==> config.mk <==
export PLATFORM = sky130hd
export DESIGN_NAME = blind_servo_motion_controller
export DESIGN_NICKNAME = d
export VERILOG_FILES = /design/src/rtl/core/bsmc_pkg.sv /design/src/rtl/core/blind_servo_motion_controller.sv
export SDC_FILE = /design/constraint.sdc
export NUM_CORES = 2
export LEC_CHECK = 0
export BUFFER_PORTS_ARGS = -buffer_cell sky130_fd_sc_hd__buf_2
export CAP_MARGIN = 10
export CORE_UTILIZATION = 28
export CTS_CLUSTER_SIZE = 24
export DETAILED_ROUTE_END_ITERATION = 6
export HOLD_SLACK_MARGIN = 0.02
export SLEW_MARGIN = 30
export SYNTH_ARGS = -nofsm -noshare
export SYNTH_HDL_FRONTEND = slang
export SYNTH_SLANG_ARGS = --single-unit
export TNS_END_PERCENT = 100
==> constraint.sdc <==
create_clock -name clk -period 9.3 [get_ports clk]
set_input_delay 0.465 -clock clk [delete_from_list [all_inputs] [get_ports clk]]
set_output_delay 0.465 -clock clk [all_outputs]
set_load 0.05 [all_outputs]
==> src/rtl/core/bsmc_pkg.sv <==
`default_nettype none
// ---------------------------------------------------------------------------
// bsmc_pkg
// Shared types and constants of the blind servo motion controller: command
// codes, direction and end codes, stop reasons, register map and the packed
// layouts of the stream words.
// ---------------------------------------------------------------------------
package bsmc_pkg;

	// sizes
	localparam int NUM_BLINDS = 8;
	localparam int NUM_CYCLES = 4;
	localparam int BLIND_W    = 3;
	localparam int CYCLE_W    = 2;
	localparam int ACYC_W     = 3;
	localparam int ANGLE_W    = 8;
	localparam int TIME_W     = 32;
	localparam int ALU_W      = 34;

	// angle limits
	localparam int ANGLE_MID = 90;
	localparam int ANGLE_MAX = 180;

	// configuration port
	localparam int APB_ADDR_W = 6;
	localparam int APB_DATA_W = 64;
	localparam int REG_IDX_W  = 3;
	localparam int CW_W       = 42;
	localparam int CW_SPD_LSB = 2;
	localparam int CW_DUR_LSB = 10;

	localparam logic [63:0] CENTER_RESET = 64'd6510615555426900570;

	typedef enum logic [REG_IDX_W-1:0] {
		REG_CENTER   = 3'd0,
		REG_TIMEOUT  = 3'd1,
		REG_ENDSTOPS = 3'd2,
		REG_CYCLE0   = 3'd3
	} reg_idx_t;

	// command codes carried in tuser
	typedef enum logic [2:0] {
		FN_TICK     = 3'd0,
		FN_UP       = 3'd1,
		FN_DOWN     = 3'd2,
		FN_UPDOWN   = 3'd3,
		FN_RUN      = 3'd4,
		FN_STOP     = 3'd5,
		FN_STOP_ALL = 3'd6,
		FN_UNUSED   = 3'd7
	} func_t;

	typedef enum logic [1:0] {
		DIR_NONE = 2'd0,
		DIR_UP   = 2'd1,
		DIR_DOWN = 2'd2,
		DIR_BAD  = 2'd3
	} dir_t;

	typedef enum logic [1:0] {
		END_UNKNOWN = 2'd0,
		END_TOP     = 2'd1,
		END_BOTTOM  = 2'd2
	} end_t;

	typedef enum logic [2:0] {
		RSN_SYSTEM     = 3'd0,
		RSN_TIMEOUT    = 3'd1,
		RSN_BOTTOM_END = 3'd2,
		RSN_TOP_END    = 3'd3,
		RSN_AT_BOTTOM  = 3'd4,
		RSN_AT_TOP     = 3'd5
	} reason_t;

	// input word, last member in the lowest bits
	typedef struct packed {
		logic                pad;
		logic [7:0]          top_switches;
		logic [7:0]          bottom_switches;
		logic [TIME_W-1:0]   now;
		logic [CYCLE_W-1:0]  cycle_index;
		logic [7:0]          speed;
		logic [TIME_W-1:0]   move_time;
		logic [1:0]          direction;
		logic [BLIND_W-1:0]  blind;
	} in_word_t;

	localparam int IN_DATA_W = $bits(in_word_t);

	// result word, last member in the lowest bits
	typedef struct packed {
		logic [1:0]          pad;
		logic [2:0]          stop_reason;
		logic                stopped_now;
		logic [1:0]          absolute_end;
		logic [1:0]          relative_end;
		logic [1:0]          motion;
		logic                pwm_enabled;
		logic [ANGLE_W-1:0]  servo_angle;
		logic [BLIND_W-1:0]  out_blind;
	} out_word_t;

	localparam int OUT_DATA_W = $bits(out_word_t);

	// sequencer states
	typedef enum logic [8:0] {
		ST_IDLE     = 9'b000000001,
		ST_DISPATCH = 9'b000000010,
		ST_HALT     = 9'b000000100,
		ST_EVAL1    = 9'b000001000,
		ST_EVAL2    = 9'b000010000,
		ST_EVAL3    = 9'b000100000,
		ST_ADD      = 9'b001000000,
		ST_ANGLE    = 9'b010000000,
		ST_EMIT     = 9'b100000000
	} state_t;

endpackage
`default_nettype wire

==> src/rtl/core/blind_servo_motion_controller.sv <==
`default_nettype none
// ---------------------------------------------------------------------------
// blind_servo_motion_controller
// Per-blind continuous-servo motion controller: moves, refusals, timeouts,
// endstop stops and PWM inactivity, on one shared adder under a sequencer.
// ---------------------------------------------------------------------------
// Usage
//  Commands enter on the slave stream: tuser is the command code, tdata the
//  operands. Each command gives one result word per blind it touches on the
//  master stream; tlast marks the final word of a command. Tick and stop_all
//  give one word per blind in blind order; other commands give one word;
//  the unused code and an out-of-range blind give none.
//  All steps share one 34-bit add/subtract unit. A tick per blind: deadline
//  check, inactivity difference, its compare, result; stop_all per blind:
//  halt, result; an up or down move: dispatch, deadline add, angle, result;
//  a refusal: dispatch, result; a stop: halt, result. s_tready is high only
//  while the sequencer is idle.
//  The result register lets the sequencer run on while the last word waits;
//  a stalled receiver holds the sequencer at its next result word.
//  Reset clears all blind state and loads the register reset values.
//  Registers sit on the APB port at byte address 8*i; writes only while idle.
// ---------------------------------------------------------------------------
module blind_servo_motion_controller (
	input  wire logic                            clk,
	input  wire logic                            arst_n,
	// configuration port
	input  wire logic                            psel,
	input  wire logic                            penable,
	input  wire logic                            pwrite,
	input  wire logic [bsmc_pkg::APB_ADDR_W-1:0] paddr,
	input  wire logic [bsmc_pkg::APB_DATA_W-1:0] pwdata,
	output logic      [bsmc_pkg::APB_DATA_W-1:0] prdata,
	output logic                                 pready,
	// command stream
	input  wire logic                            s_tvalid,
	output logic                                 s_tready,
	// blind, direction, move_time, speed, cycle_index, now, bottom_switches,
	// top_switches, zero pad
	input  wire logic [bsmc_pkg::IN_DATA_W-1:0]  s_tdata,
	// func
	input  wire logic [2:0]                      s_tuser,
	// result stream
	output logic                                 m_tvalid,
	input  wire logic                            m_tready,
	// out_blind, servo_angle, pwm_enabled, motion, relative_end, absolute_end,
	// stopped_now, stop_reason, zero pad
	output logic      [bsmc_pkg::OUT_DATA_W-1:0] m_tdata,
	output logic                                 m_tlast
);
	import bsmc_pkg::*;

	// configuration registers
	logic [63:0]        center_q;
	logic [TIME_W-1:0]  timeout_q;
	logic               endstops_q;
	logic [CW_W-1:0]    cycle_q [NUM_CYCLES];

	// blind state
	logic [1:0]         motion_q   [NUM_BLINDS];
	logic [TIME_W-1:0]  deadline_q [NUM_BLINDS];
	logic [ACYC_W-1:0]  acyc_q     [NUM_BLINDS];
	logic [1:0]         rel_q      [NUM_BLINDS];
	logic [1:0]         abs_q      [NUM_BLINDS];
	logic               pwm_q      [NUM_BLINDS];
	logic [ANGLE_W-1:0] angle_q    [NUM_BLINDS];

	// command latch and sequencer
	state_t             state_q;
	func_t              func_q;
	in_word_t           cmd_q;
	logic [BLIND_W-1:0] ptr_q;
	logic               multi_q;
	logic               stopped_q;
	reason_t            reason_q;
	logic [1:0]         mv_dir_q;
	logic [TIME_W-1:0]  dur_q;
	logic [7:0]         spd_q;
	logic [TIME_W-1:0]  diff_q;
	logic               late_q;

	// result register
	logic               m_tvalid_q;
	out_word_t          m_word_q;
	logic               m_tlast_q;

	logic [REG_IDX_W-1:0] reg_idx;
	logic                 cfg_wr;
	logic                 s_fire;
	in_word_t             s_word;

	assign reg_idx  = paddr[APB_ADDR_W-1 -: REG_IDX_W];
	assign cfg_wr   = psel & penable & pwrite;
	assign pready   = 1'b1;
	assign s_tready = (state_q == ST_IDLE);
	assign s_fire   = s_tvalid & s_tready;
	assign s_word   = in_word_t'(s_tdata);
	assign m_tvalid = m_tvalid_q;
	assign m_tdata  = m_word_q;
	assign m_tlast  = m_tlast_q;

	// register read-back
	always_comb begin
		prdata = '0;
		if (reg_idx == REG_CENTER) begin
			prdata = center_q;
		end else if (reg_idx == REG_TIMEOUT) begin
			prdata = {{(APB_DATA_W-TIME_W){1'b0}}, timeout_q};
		end else if (reg_idx == REG_ENDSTOPS) begin
			prdata = {{(APB_DATA_W-1){1'b0}}, endstops_q};
		end else begin
			for (int i = 0; i < NUM_CYCLES; i++) begin
				if (reg_idx == REG_IDX_W'(int'(REG_CYCLE0) + i)) begin
					prdata = {{(APB_DATA_W-CW_W){1'b0}}, cycle_q[i]};
				end
			end
		end
	end

	// register writes
	always_ff @(posedge clk or negedge arst_n) begin
		if (!arst_n) begin
			center_q   <= CENTER_RESET;
			timeout_q  <= '0;
			endstops_q <= 1'b1;
			for (int i = 0; i < NUM_CYCLES; i++) begin
				cycle_q[i] <= '0;
			end
		end else if (cfg_wr) begin
			if (reg_idx == REG_CENTER) begin
				center_q <= pwdata;
			end else if (reg_idx == REG_TIMEOUT) begin
				timeout_q <= pwdata[TIME_W-1:0];
			end else if (reg_idx == REG_ENDSTOPS) begin
				endstops_q <= pwdata[0];
			end else begin
				for (int i = 0; i < NUM_CYCLES; i++) begin
					if (reg_idx == REG_IDX_W'(int'(REG_CYCLE0) + i)) begin
						cycle_q[i] <= pwdata[CW_W-1:0];
					end
				end
			end
		end
	end

	// current blind view
	logic [ANGLE_W-1:0] center;
	logic [ANGLE_W-1:0] center_sat;
	logic [1:0]         cur_motion;
	logic [1:0]         cur_rel;
	logic [ACYC_W-1:0]  cur_acyc;
	logic               bot_hit;
	logic               top_hit;

	assign center     = center_q[{ptr_q, 3'b000} +: ANGLE_W];
	assign center_sat = (center > ANGLE_W'(ANGLE_MAX)) ? ANGLE_W'(ANGLE_MAX) : center;
	assign cur_motion = motion_q[ptr_q];
	assign cur_rel    = rel_q[ptr_q];
	assign cur_acyc   = acyc_q[ptr_q];
	assign bot_hit    = endstops_q & cmd_q.bottom_switches[ptr_q];
	assign top_hit    = endstops_q & cmd_q.top_switches[ptr_q];

	// shared add/subtract unit
	logic [ALU_W-1:0] alu_a;
	logic [ALU_W-1:0] alu_b;
	logic             alu_sub;
	logic [ALU_W-1:0] alu_res;
	logic             alu_neg;
	logic             alu_late;
	logic [9:0]       base;
	logic             base_wide;

	// angle base: center, or twice the center less the midpoint when shifted
	assign base_wide = ((mv_dir_q == DIR_DOWN) && (center > ANGLE_W'(ANGLE_MID)))
		|| ((mv_dir_q == DIR_UP) && (center < ANGLE_W'(ANGLE_MID)));
	assign base = base_wide ? ({1'b0, center, 1'b0} - 10'(ANGLE_MID))
		: {2'b00, center};

	always_comb begin
		alu_a   = '0;
		alu_b   = '0;
		alu_sub = 1'b0;
		unique case (state_q)
			ST_EVAL1, ST_EVAL2: begin
				alu_a   = ALU_W'(cmd_q.now);
				alu_b   = ALU_W'(deadline_q[ptr_q]);
				alu_sub = 1'b1;
			end
			ST_EVAL3: begin
				alu_a   = ALU_W'(diff_q);
				alu_b   = ALU_W'(timeout_q);
				alu_sub = 1'b1;
			end
			ST_ADD: begin
				alu_a = ALU_W'(cmd_q.now);
				alu_b = ALU_W'(dur_q);
			end
			ST_ANGLE: begin
				alu_a   = {{(ALU_W-10){base[9]}}, base};
				alu_b   = ALU_W'(spd_q);
				alu_sub = (mv_dir_q == DIR_UP);
			end
			default: begin
			end
		endcase
		alu_res = alu_a + (alu_sub ? ~alu_b : alu_b) + ALU_W'(alu_sub);
	end

	assign alu_neg  = alu_res[ALU_W-1];
	assign alu_late = !alu_neg && (alu_res[TIME_W-1:0] != '0);

	// saturated servo angle
	logic [ANGLE_W-1:0] sat_angle;
	always_comb begin
		priority if (alu_neg) begin
			sat_angle = '0;
		end else if (alu_res[ALU_W-2:0] > (ALU_W-1)'(ANGLE_MAX)) begin
			sat_angle = ANGLE_W'(ANGLE_MAX);
		end else begin
			sat_angle = alu_res[ANGLE_W-1:0];
		end
	end

	// move set-up for single-blind commands
	logic [1:0]        dp_dir;
	logic [TIME_W-1:0] dp_dur;
	logic [7:0]        dp_spd;
	logic              dp_ci_ok;
	logic [CW_W-1:0]   dp_word;
	logic              dp_go;
	logic              dp_refuse;
	reason_t           dp_reason;

	assign dp_ci_ok = ({1'b0, cmd_q.cycle_index} < (CYCLE_W+1)'(NUM_CYCLES));
	assign dp_word  = cycle_q[cmd_q.cycle_index];

	always_comb begin
		dp_dir = DIR_NONE;
		dp_dur = cmd_q.move_time;
		dp_spd = cmd_q.speed;
		unique case (func_q)
			FN_UP:     dp_dir = DIR_UP;
			FN_DOWN:   dp_dir = DIR_DOWN;
			FN_UPDOWN: dp_dir = cmd_q.direction;
			FN_RUN: begin
				if (dp_ci_ok) begin
					dp_dir = dp_word[1:0];
				end
				dp_dur = dp_word[CW_DUR_LSB +: TIME_W];
				dp_spd = dp_word[CW_SPD_LSB +: 8];
			end
			default: begin
			end
		endcase
		dp_go = (dp_dir == DIR_UP) || (dp_dir == DIR_DOWN);
		// refusal checks, in order of precedence
		dp_refuse = 1'b1;
		if (dp_dir == DIR_DOWN) begin
			priority if (cur_motion == DIR_UP) begin
				dp_reason = RSN_SYSTEM;
			end else if (bot_hit) begin
				dp_reason = RSN_BOTTOM_END;
			end else if (cur_rel == END_BOTTOM) begin
				dp_reason = RSN_AT_BOTTOM;
			end else begin
				dp_reason = RSN_SYSTEM;
				dp_refuse = 1'b0;
			end
		end else begin
			priority if (cur_motion == DIR_DOWN) begin
				dp_reason = RSN_SYSTEM;
			end else if (top_hit) begin
				dp_reason = RSN_TOP_END;
			end else if (cur_rel == END_TOP) begin
				dp_reason = RSN_AT_TOP;
			end else begin
				dp_reason = RSN_SYSTEM;
				dp_refuse = 1'b0;
			end
		end
	end

	// tick stop decision
	logic    tk_halt;
	reason_t tk_reason;
	always_comb begin
		tk_halt   = 1'b1;
		tk_reason = RSN_TIMEOUT;
		priority if (alu_late && (cur_motion != DIR_NONE)) begin
			tk_reason = RSN_TIMEOUT;
		end else if ((cur_motion == DIR_DOWN) && bot_hit) begin
			tk_reason = RSN_BOTTOM_END;
		end else if ((cur_motion == DIR_UP) && top_hit) begin
			tk_reason = RSN_TOP_END;
		end else begin
			tk_halt = 1'b0;
		end
	end

	// halt request for the current blind
	logic    halt_en;
	reason_t halt_cause;
	logic    out_free;
	logic    emit_load;
	logic    last_word;

	always_comb begin
		halt_en    = 1'b0;
		halt_cause = RSN_SYSTEM;
		unique case (state_q)
			ST_HALT: begin
				halt_en = 1'b1;
			end
			ST_EVAL1: begin
				halt_en    = tk_halt;
				halt_cause = tk_reason;
			end
			ST_DISPATCH: begin
				halt_en    = dp_go & dp_refuse;
				halt_cause = dp_reason;
			end
			default: begin
			end
		endcase
	end

	assign out_free  = !m_tvalid_q || m_tready;
	assign emit_load = (state_q == ST_EMIT) && out_free;
	assign last_word = !multi_q || (ptr_q == BLIND_W'(NUM_BLINDS-1));

	// timeout end position from the active cycle
	logic [1:0] tcyc_dir;
	logic [1:0] acyc_m1;
	assign acyc_m1  = 2'(cur_acyc - ACYC_W'(1));
	assign tcyc_dir = cycle_q[acyc_m1][1:0];

	// blind state updates
	always_ff @(posedge clk or negedge arst_n) begin
		if (!arst_n) begin
			for (int i = 0; i < NUM_BLINDS; i++) begin
				motion_q[i]   <= DIR_NONE;
				deadline_q[i] <= '0;
				acyc_q[i]     <= '0;
				rel_q[i]      <= END_UNKNOWN;
				abs_q[i]      <= END_UNKNOWN;
				pwm_q[i]      <= 1'b0;
				angle_q[i]    <= '0;
			end
		end else begin
			// active cycle set by updown and run_cycle, a refusal clears it below
			if ((state_q == ST_DISPATCH) && !halt_en) begin
				if (func_q == FN_UPDOWN) begin
					acyc_q[ptr_q] <= '0;
				end else if ((func_q == FN_RUN) && dp_ci_ok) begin
					acyc_q[ptr_q] <= ACYC_W'(cmd_q.cycle_index) + ACYC_W'(1);
				end
			end
			if (halt_en) begin
				angle_q[ptr_q]    <= center_sat;
				motion_q[ptr_q]   <= DIR_NONE;
				deadline_q[ptr_q] <= '0;
				acyc_q[ptr_q]     <= '0;
				if (halt_cause == RSN_TIMEOUT) begin
					if (cur_acyc != '0) begin
						if (tcyc_dir == DIR_DOWN) begin
							rel_q[ptr_q] <= END_BOTTOM;
						end else if (tcyc_dir == DIR_UP) begin
							rel_q[ptr_q] <= END_TOP;
						end
					end
				end else if (halt_cause == RSN_BOTTOM_END) begin
					rel_q[ptr_q] <= END_BOTTOM;
					abs_q[ptr_q] <= END_BOTTOM;
				end else if (halt_cause == RSN_TOP_END) begin
					rel_q[ptr_q] <= END_TOP;
					abs_q[ptr_q] <= END_TOP;
				end
			end
			// inactivity switch-off
			if ((state_q == ST_EVAL3) && late_q && !alu_neg) begin
				pwm_q[ptr_q] <= 1'b0;
			end
			// move start
			if (state_q == ST_ADD) begin
				deadline_q[ptr_q] <= alu_res[TIME_W-1:0];
			end
			if (state_q == ST_ANGLE) begin
				angle_q[ptr_q]  <= sat_angle;
				pwm_q[ptr_q]    <= 1'b1;
				motion_q[ptr_q] <= mv_dir_q;
			end
		end
	end

	// sequencer
	always_ff @(posedge clk or negedge arst_n) begin
		if (!arst_n) begin
			state_q   <= ST_IDLE;
			multi_q   <= 1'b0;
			ptr_q     <= '0;
			stopped_q <= 1'b0;
			reason_q  <= RSN_SYSTEM;
			func_q    <= FN_TICK;
		end else begin
			unique case (state_q)
				ST_IDLE: begin
					if (s_fire) begin
						func_q    <= func_t'(s_tuser);
						stopped_q <= 1'b0;
						reason_q  <= RSN_SYSTEM;
						priority if (func_t'(s_tuser) == FN_TICK) begin
							ptr_q   <= '0;
							multi_q <= 1'b1;
							state_q <= ST_EVAL1;
						end else if (func_t'(s_tuser) == FN_STOP_ALL) begin
							ptr_q   <= '0;
							multi_q <= 1'b1;
							state_q <= ST_HALT;
						end else if ((func_t'(s_tuser) == FN_UNUSED)
							|| ({1'b0, s_word.blind} >= (BLIND_W+1)'(NUM_BLINDS))) begin
							state_q <= ST_IDLE;
						end else if (func_t'(s_tuser) == FN_STOP) begin
							ptr_q   <= s_word.blind;
							multi_q <= 1'b0;
							state_q <= ST_HALT;
						end else begin
							ptr_q   <= s_word.blind;
							multi_q <= 1'b0;
							state_q <= ST_DISPATCH;
						end
					end
				end
				ST_HALT: begin
					stopped_q <= 1'b1;
					reason_q  <= RSN_SYSTEM;
					state_q   <= ST_EMIT;
				end
				ST_DISPATCH: begin
					if (dp_go && dp_refuse) begin
						stopped_q <= 1'b1;
						reason_q  <= dp_reason;
						state_q   <= ST_EMIT;
					end else if (dp_go) begin
						state_q <= ST_ADD;
					end else begin
						state_q <= ST_EMIT;
					end
				end
				ST_EVAL1: begin
					if (tk_halt) begin
						stopped_q <= 1'b1;
						reason_q  <= tk_reason;
					end
					state_q <= ST_EVAL2;
				end
				ST_EVAL2: begin
					state_q <= ST_EVAL3;
				end
				ST_EVAL3: begin
					state_q <= ST_EMIT;
				end
				ST_ADD: begin
					state_q <= ST_ANGLE;
				end
				ST_ANGLE: begin
					state_q <= ST_EMIT;
				end
				ST_EMIT: begin
					if (out_free) begin
						if (last_word) begin
							state_q <= ST_IDLE;
						end else begin
							ptr_q     <= ptr_q + BLIND_W'(1);
							stopped_q <= 1'b0;
							reason_q  <= RSN_SYSTEM;
							state_q   <= (func_q == FN_TICK) ? ST_EVAL1 : ST_HALT;
						end
					end
				end
				default: begin
					state_q <= ST_IDLE;
				end
			endcase
		end
	end

	// command operands and per-step working registers
	always_ff @(posedge clk) begin
		if (s_fire) begin
			cmd_q <= s_word;
		end
		if (state_q == ST_DISPATCH) begin
			mv_dir_q <= dp_dir;
			dur_q    <= dp_dur;
			spd_q    <= dp_spd;
		end
		if (state_q == ST_EVAL2) begin
			diff_q <= alu_res[TIME_W-1:0];
			late_q <= alu_late;
		end
	end

	// result word valid
	always_ff @(posedge clk or negedge arst_n) begin
		if (!arst_n) begin
			m_tvalid_q <= 1'b0;
		end else if (emit_load) begin
			m_tvalid_q <= 1'b1;
		end else if (m_tready) begin
			m_tvalid_q <= 1'b0;
		end
	end

	// result word payload
	always_ff @(posedge clk) begin
		if (emit_load) begin
			m_word_q.pad          <= '0;
			m_word_q.stop_reason  <= reason_q;
			m_word_q.stopped_now  <= stopped_q;
			m_word_q.absolute_end <= abs_q[ptr_q];
			m_word_q.relative_end <= rel_q[ptr_q];
			m_word_q.motion       <= motion_q[ptr_q];
			m_word_q.pwm_enabled  <= pwm_q[ptr_q];
			m_word_q.servo_angle  <= angle_q[ptr_q];
			m_word_q.out_blind    <= ptr_q;
			m_tlast_q             <= last_word;
		end
	end

endmodule
`default_nettype wire

---- Yosys cells after proc, flatten, opt, wreduce, memory -nomap -nowiden ----
Index checks and enable logic that the tools add are counted.
storage, ports and cells
  flip-flop bits (word level) ............. 876
  bits in latches ......................... 0
  bits in writable memories ............... 0
  bits in read-only memories .............. 0
  input port bits ......................... 176
  output and inout bits ................... 92
  logic and storage cells ................. 376
  memories kept ........................... 0
cells by class
  $add $sub $neg .......................... 6
  $mul .................................... 0
  div/mod/pow operators ................... 0
  magnitude comparators ................... 9
  eq/ne operators ......................... 45
  shift operators ......................... 1
  multiplexer cells ....................... 141
  bitwise gates (word level) .............. 34
  reductions and logical operators ........ 49
operator list
  cell               count
  $mux 256           2
  $mux 64            8
  $and 256x256->256  1
  $bwmux 256         1
  $not 256->256      1
  $bmux 42 s2        2
  $mux 16            10
  $bwmux 64          2
  $mux 32            4
  $pmux 32 s4        1
  $mux 42            3
  $pmux 34 s3        1
  $bmux 32 s3        1
  $demux 32 s3       1
  $mux 24            4
  $mux 3             24
  $mux 8             9
  $shiftx 64x7->8    1
  $pmux 9 s7         1
  $and 24x24->24     2
  $and 8x8->8        5
  $or 8x8->8         5
  $mux 9             4
  $add 34x1->34      1
  77 further kinds   191

---- Depth between registers and ports, before layout ----
  depth in word-level cells ............... 19
  gate-level depth with buffers ........... 32
  depth with buffers taken out ............ 28

---- Worst setup path after synthesis ----
No wires, ideal clock.
  kind .................................... reg2reg
  start point ............................. register ptr_q[1]
  end point ............................... register (tool-made name)
  library setup time ...................... 125 ps
  arrival ................................. 7,177 ps
  required time ........................... 9,175 ps
  path slack .............................. 1,998 ps
  cell stages (with the launch flop) ...... 28
  buffers on the path ..................... 4
  period minus slack after synthesis ...... 7,302 ps
  cell sequence ........................... dfrtp_1 -> buf_4 -> mux4_2 -> mux2i_1 -> nor3_2 -> a211oi_4 -> a211o_1 -> nand2_1 -> nor4b_1 -> clkbuf_1 -> a221o_1 -> ha_1 -> clkbuf_1 -> and4_1 -> and3_1 -> a221oi_1 -> o211ai_1 -> a211oi_1 -> nor4_1 -> nor3_1 -> o311ai_0 -> nor4_2 -> nand4_1 -> o211ai_2 -> a32oi_2 -> buf_6 -> nor3_2 -> mux2_2
RTL lines
  item                    line                                  source
  from (decl)             blind_servo_motion_controller.sv:71   logic [BLIND_W-1:0] ptr_q;
  from (signal assigned)  blind_servo_motion_controller.sv:422  ptr_q <= s_word.blind;
  from (signal assigned)  blind_servo_motion_controller.sv:426  ptr_q <= s_word.blind;
  from (signal assigned)  blind_servo_motion_controller.sv:472  ptr_q <= ptr_q + BLIND_W'(1);

==> qor.csv <==
stage,metric,value,unit
timing,"Period Utilization, post-route",92.6,%
drt,WL final,156000,um
grt,pin count of the biggest net entering global routing,155,
grt,total grt overflow,0,
power_and_ir_drop,sequential share of power,38.5,%
grt,first-pass GRT wire length,231000,um
synth,async set or reset register ratio after synthesis,78.3,%
synth,top_reg_cell synth,dfrtp_1,
synth,YS warnings,0,
power_and_ir_drop,peak supply drop,195,uV
floorplan,# IOs,268,
clock_network,TritonCTS clock tree,built,
grt,initial antenna violation count,9,
drt,first-pass iteration count of the detailed router,5,
clock_network,H-tree depth,3,
timing,min cycle time layout,8.61,ns
worst_hold_path,HP Class,in2reg,
drt,"antenna viol nets, final",0,
flow_run,maxcap violations,0,
clock_network,Clock Sinks,876,
setup_path,Worst setup EP type,flip-flop,
placed_design,Routability Congestion,0.909,
timing,Fin Setup TNS,0,ns
timing,Hold WS,0.0534,ns
clock_network,Clock Latency Late Sink,0.68,ns
timing,RSZ-0062 raised after global routing,false,
synth,Post-synth top cells,"dfrtp_1 (652), mux2_2 (334), o21ai_0 (328)",
power_and_ir_drop,sw frac,37.1,%
synth,"Seq/Total Area, Yosys",52.2,%
clock_network,TritonCTS Buffers,93,
synth,Mapped Avg Cell Area,11.4,um^2
setup_path,WS Path Type,reg2reg,
setup_path,R2R Setup Slk,0.69,ns
placed_design,DPL Wire Length,105000,um
status,status,"complete, no violations",
clock_network,CTS Hold Bufs,102,
power_and_ir_drop,Power Dens Cells,250,mW/mm^2
floorplan,Initial Util,28.3,%
synth,Cells after Synth,3857,
floorplan,die area,0.158,mm^2
floorplan,Die W,398,um
power_and_ir_drop,clock network power share,28.2,%
timing,max_slew headroom,29.5,%
power_and_ir_drop,Pint,8.17,mW
cells_and_area,"Core Util, Final",33.6,%
synth,"Distinct cells, synth",101,
clock_network,CTS root buf,clkbuf_16,
power_and_ir_drop,Psw,4.83,mW
clock_network,clock-pin slew on the worst setup and hold paths,0.06,ns
setup_path,startpoint types,flip-flop,
setup_path,Worst Path Required,9.85,ns
clock_network,Max clock buf depth,3,
synth,synthesized cell area,0.0439,mm^2
cells_and_area,"Design Area, Final",0.0520,mm^2
timing,max-slew violations,0,
setup_path,crit path DAT,9.16,ns
synth,number of synthesized flops with an enable pin,190,
drt,routed len/inst,24.9,um
power_and_ir_drop,Pwr Total,13.0,mW
drt,DR vias,34600,
grt,vias in the first global route,33900,
timing,Peak Freq,0.116,GHz
synth,Synth area leaders,"dfrtp_1 (37%), edfxtp_1 (13%), mux2_2 (8.6%)",
synth,Yosys top cell area share,37.2,%
timing,Hold Fails Final Rpt,0,
grt,global-route usage over all layers,19.3,%
drt,DR vias/cell,5.52,
clock_network,# Post-CTS Setup Buffers,0,
drt,DRC errors left,0,
cells_and_area,share of layout cells above drive strength 1,25.1,%
drt,Initial DRC Count,3518,
synth,Synth Register Bits,876,
floorplan,Die H,398,um
synth,most common cell in the synthesized netlist,dfrtp_1,
placed_design,post-place instance area,0.0480,mm^2
placed_design,IO buf count,260,
cells_and_area,Layout Nets,4367,
power_and_ir_drop,P_leak,23.1,nW
timing,clk_skew,0.0343,ns
timing,worst slew pin tran,1.05,ns
setup_path,CP max FO,24,
timing,final setup fails,0,
cells_and_area,Syn-to-layout area delta,18.5,%
floorplan,row cnt,144,
synth,largest area contributor in the netlist,dfrtp_1,
floorplan,placeable core area,0.155,mm^2
clock_network,post-CTS sizing,0,
power_and_ir_drop,Comb power frac,33.4,%
-- power groups by stage --
stage	combinational [mW]	sequential, mW	clock, mW
after floorplan	2.54	4.85	0
after global placement	4.17	5.05	0
after detailed placement	4.21	5.06	0
after CTS	4.26	5.00	3.72
after global routing	4.54	5.05	3.88
final	4.34	5.00	3.66
-- placed cells by master (no fill, tap or decap), types with 20 or more instances in the layout --
master         instances
a211oi_1              47
dfstp_2               34
a21o_1                93
a22oi_1              104
inv_1                 70
nor2_1               127
and2_1                33
a221oi_1              72
nand4_1               20
a221o_1               25
nor3_1                35
clkbuf_16             96
mux2_2               334
buf_2                257
dfrtp_1              649
mux2i_1              164
mux4_2                48
xnor2_1               21
edfxtp_1             190
a22o_1                66
o22ai_1              110
nand3_1              310
nor4_1                31
buf_4                131
nand2_1              169
a21oi_1               64
ha_1                  39
o21bai_1              37
dlygate4sd3_1        102
buf_12                21
clkbuf_1              31
o21ai_0              328
nand2b_1              27
-- registers in the layout, summed over array words and instances (netlist names), named ones only --
name,count
spd_q,8
endstops_q,1
timeout_q,32
stopped_q,1
diff_q,32
reason_q,3
cmd_q,92
ptr_q,3
late_q,1
m_tvalid,1
mv_dir_q,2
m_tlast,1
m_tdata,22
func_q,3
cycle_q,168
state_q,9
motion_q,16
dur_q,32
deadline_q,256
acyc_q,24
center_q,64
angle_q,64
multi_q,1
-- metrics by stage --
stage          worst slack, ns  std cells
5_1_grt                  0.129       6272
2_1_floorplan             2.00       3858
4_1_cts                  0.804       6271
3_5_place_dp             0.826       5998
3_3_place_gp             0.865       5998
6_report                 0.691       6272
-- kinds of logic after synthesis --
logic type               Yosys count  share of synthesized area (%)
flip-flops                       876                           52.2
other                              2                         0.0171
AO/OA/AOI/OAI                   1097                           17.4
adder cells (fa/ha/maj)           40                           1.16
buffers and inverters            396                           3.77
AND/OR/NAND/NOR                  861                           9.74
multiplexers                     550                           14.9
XOR/XNOR                          35                          0.733
-- critical path, cell delays in order, from the launching register on --
cell	delay (ns)
dfrtp_2	0.64
buf_4	0.33
mux2i_1	0.38
a22oi_1	0.19
a31oi_4	0.47
a21boi_2	0.30
and4_1	0.35
a211o_1	0.37
nand2_1	0.14
nor4b_2	0.30
buf_4	0.35
a221o_1	0.17
ha_1	0.37
nand2_1	0.09
o21ai_0	0.46
a221oi_1	0.15
o211ai_1	0.21
buf_4	0.23
a211o_1	0.14
a2111oi_0	0.09
nor3_1	0.33
o311ai_0	0.29
nor4_2	0.33
nand4_1	0.18
o211ai_2	0.39
a32oi_2	0.35
nor3_1	0.44
mux2_2	0.40
-- worst paths after layout --
path                                  startpoint                       to  cells after the start
setup / recovery            ptr_q[0]$_DFFE_PN0P_                flip-flop                     27
hold / removal                       s_tdata[63]      cmd_q[63]$_DFFE_PP_                      1
setup reg to reg            ptr_q[0]$_DFFE_PN0P_                flip-flop                     27
hold reg to reg            stopped_q$_DFFE_PN0P_    m_tdata[18]$_DFFE_PP_                      0
max in group asynchronous                 arst_n    angle_q[26]$_DFF_PN0_                      4
min in group asynchronous                 arst_n  cycle_q[76]$_DFFE_PN0P_                      2
-- metal layers --
metal	global-route usage [%]	share of wire, %	vias up	wire length, um
met1	26.7	43	17700	67300
met2	30.8	47	1466	72700
met3	2.92	7.1	280	11100
li1	-	-	15200	-
met5	0	0.059	-	92
met4	6.23	3.0	12	4740
-- cell type report --
type                       instances  area (um^2)
clock inverter                    28          221
multi-input combinational       2586        19500
tap                             2044         2560
timing repair buffer             516         3770
fill                           15400       103000
clock buffer                     143         2740
antenna                            1         2.50
inverter                          78          300
sequential                       876        22900
Note: power is estimated with default switching activity, not from simulation.
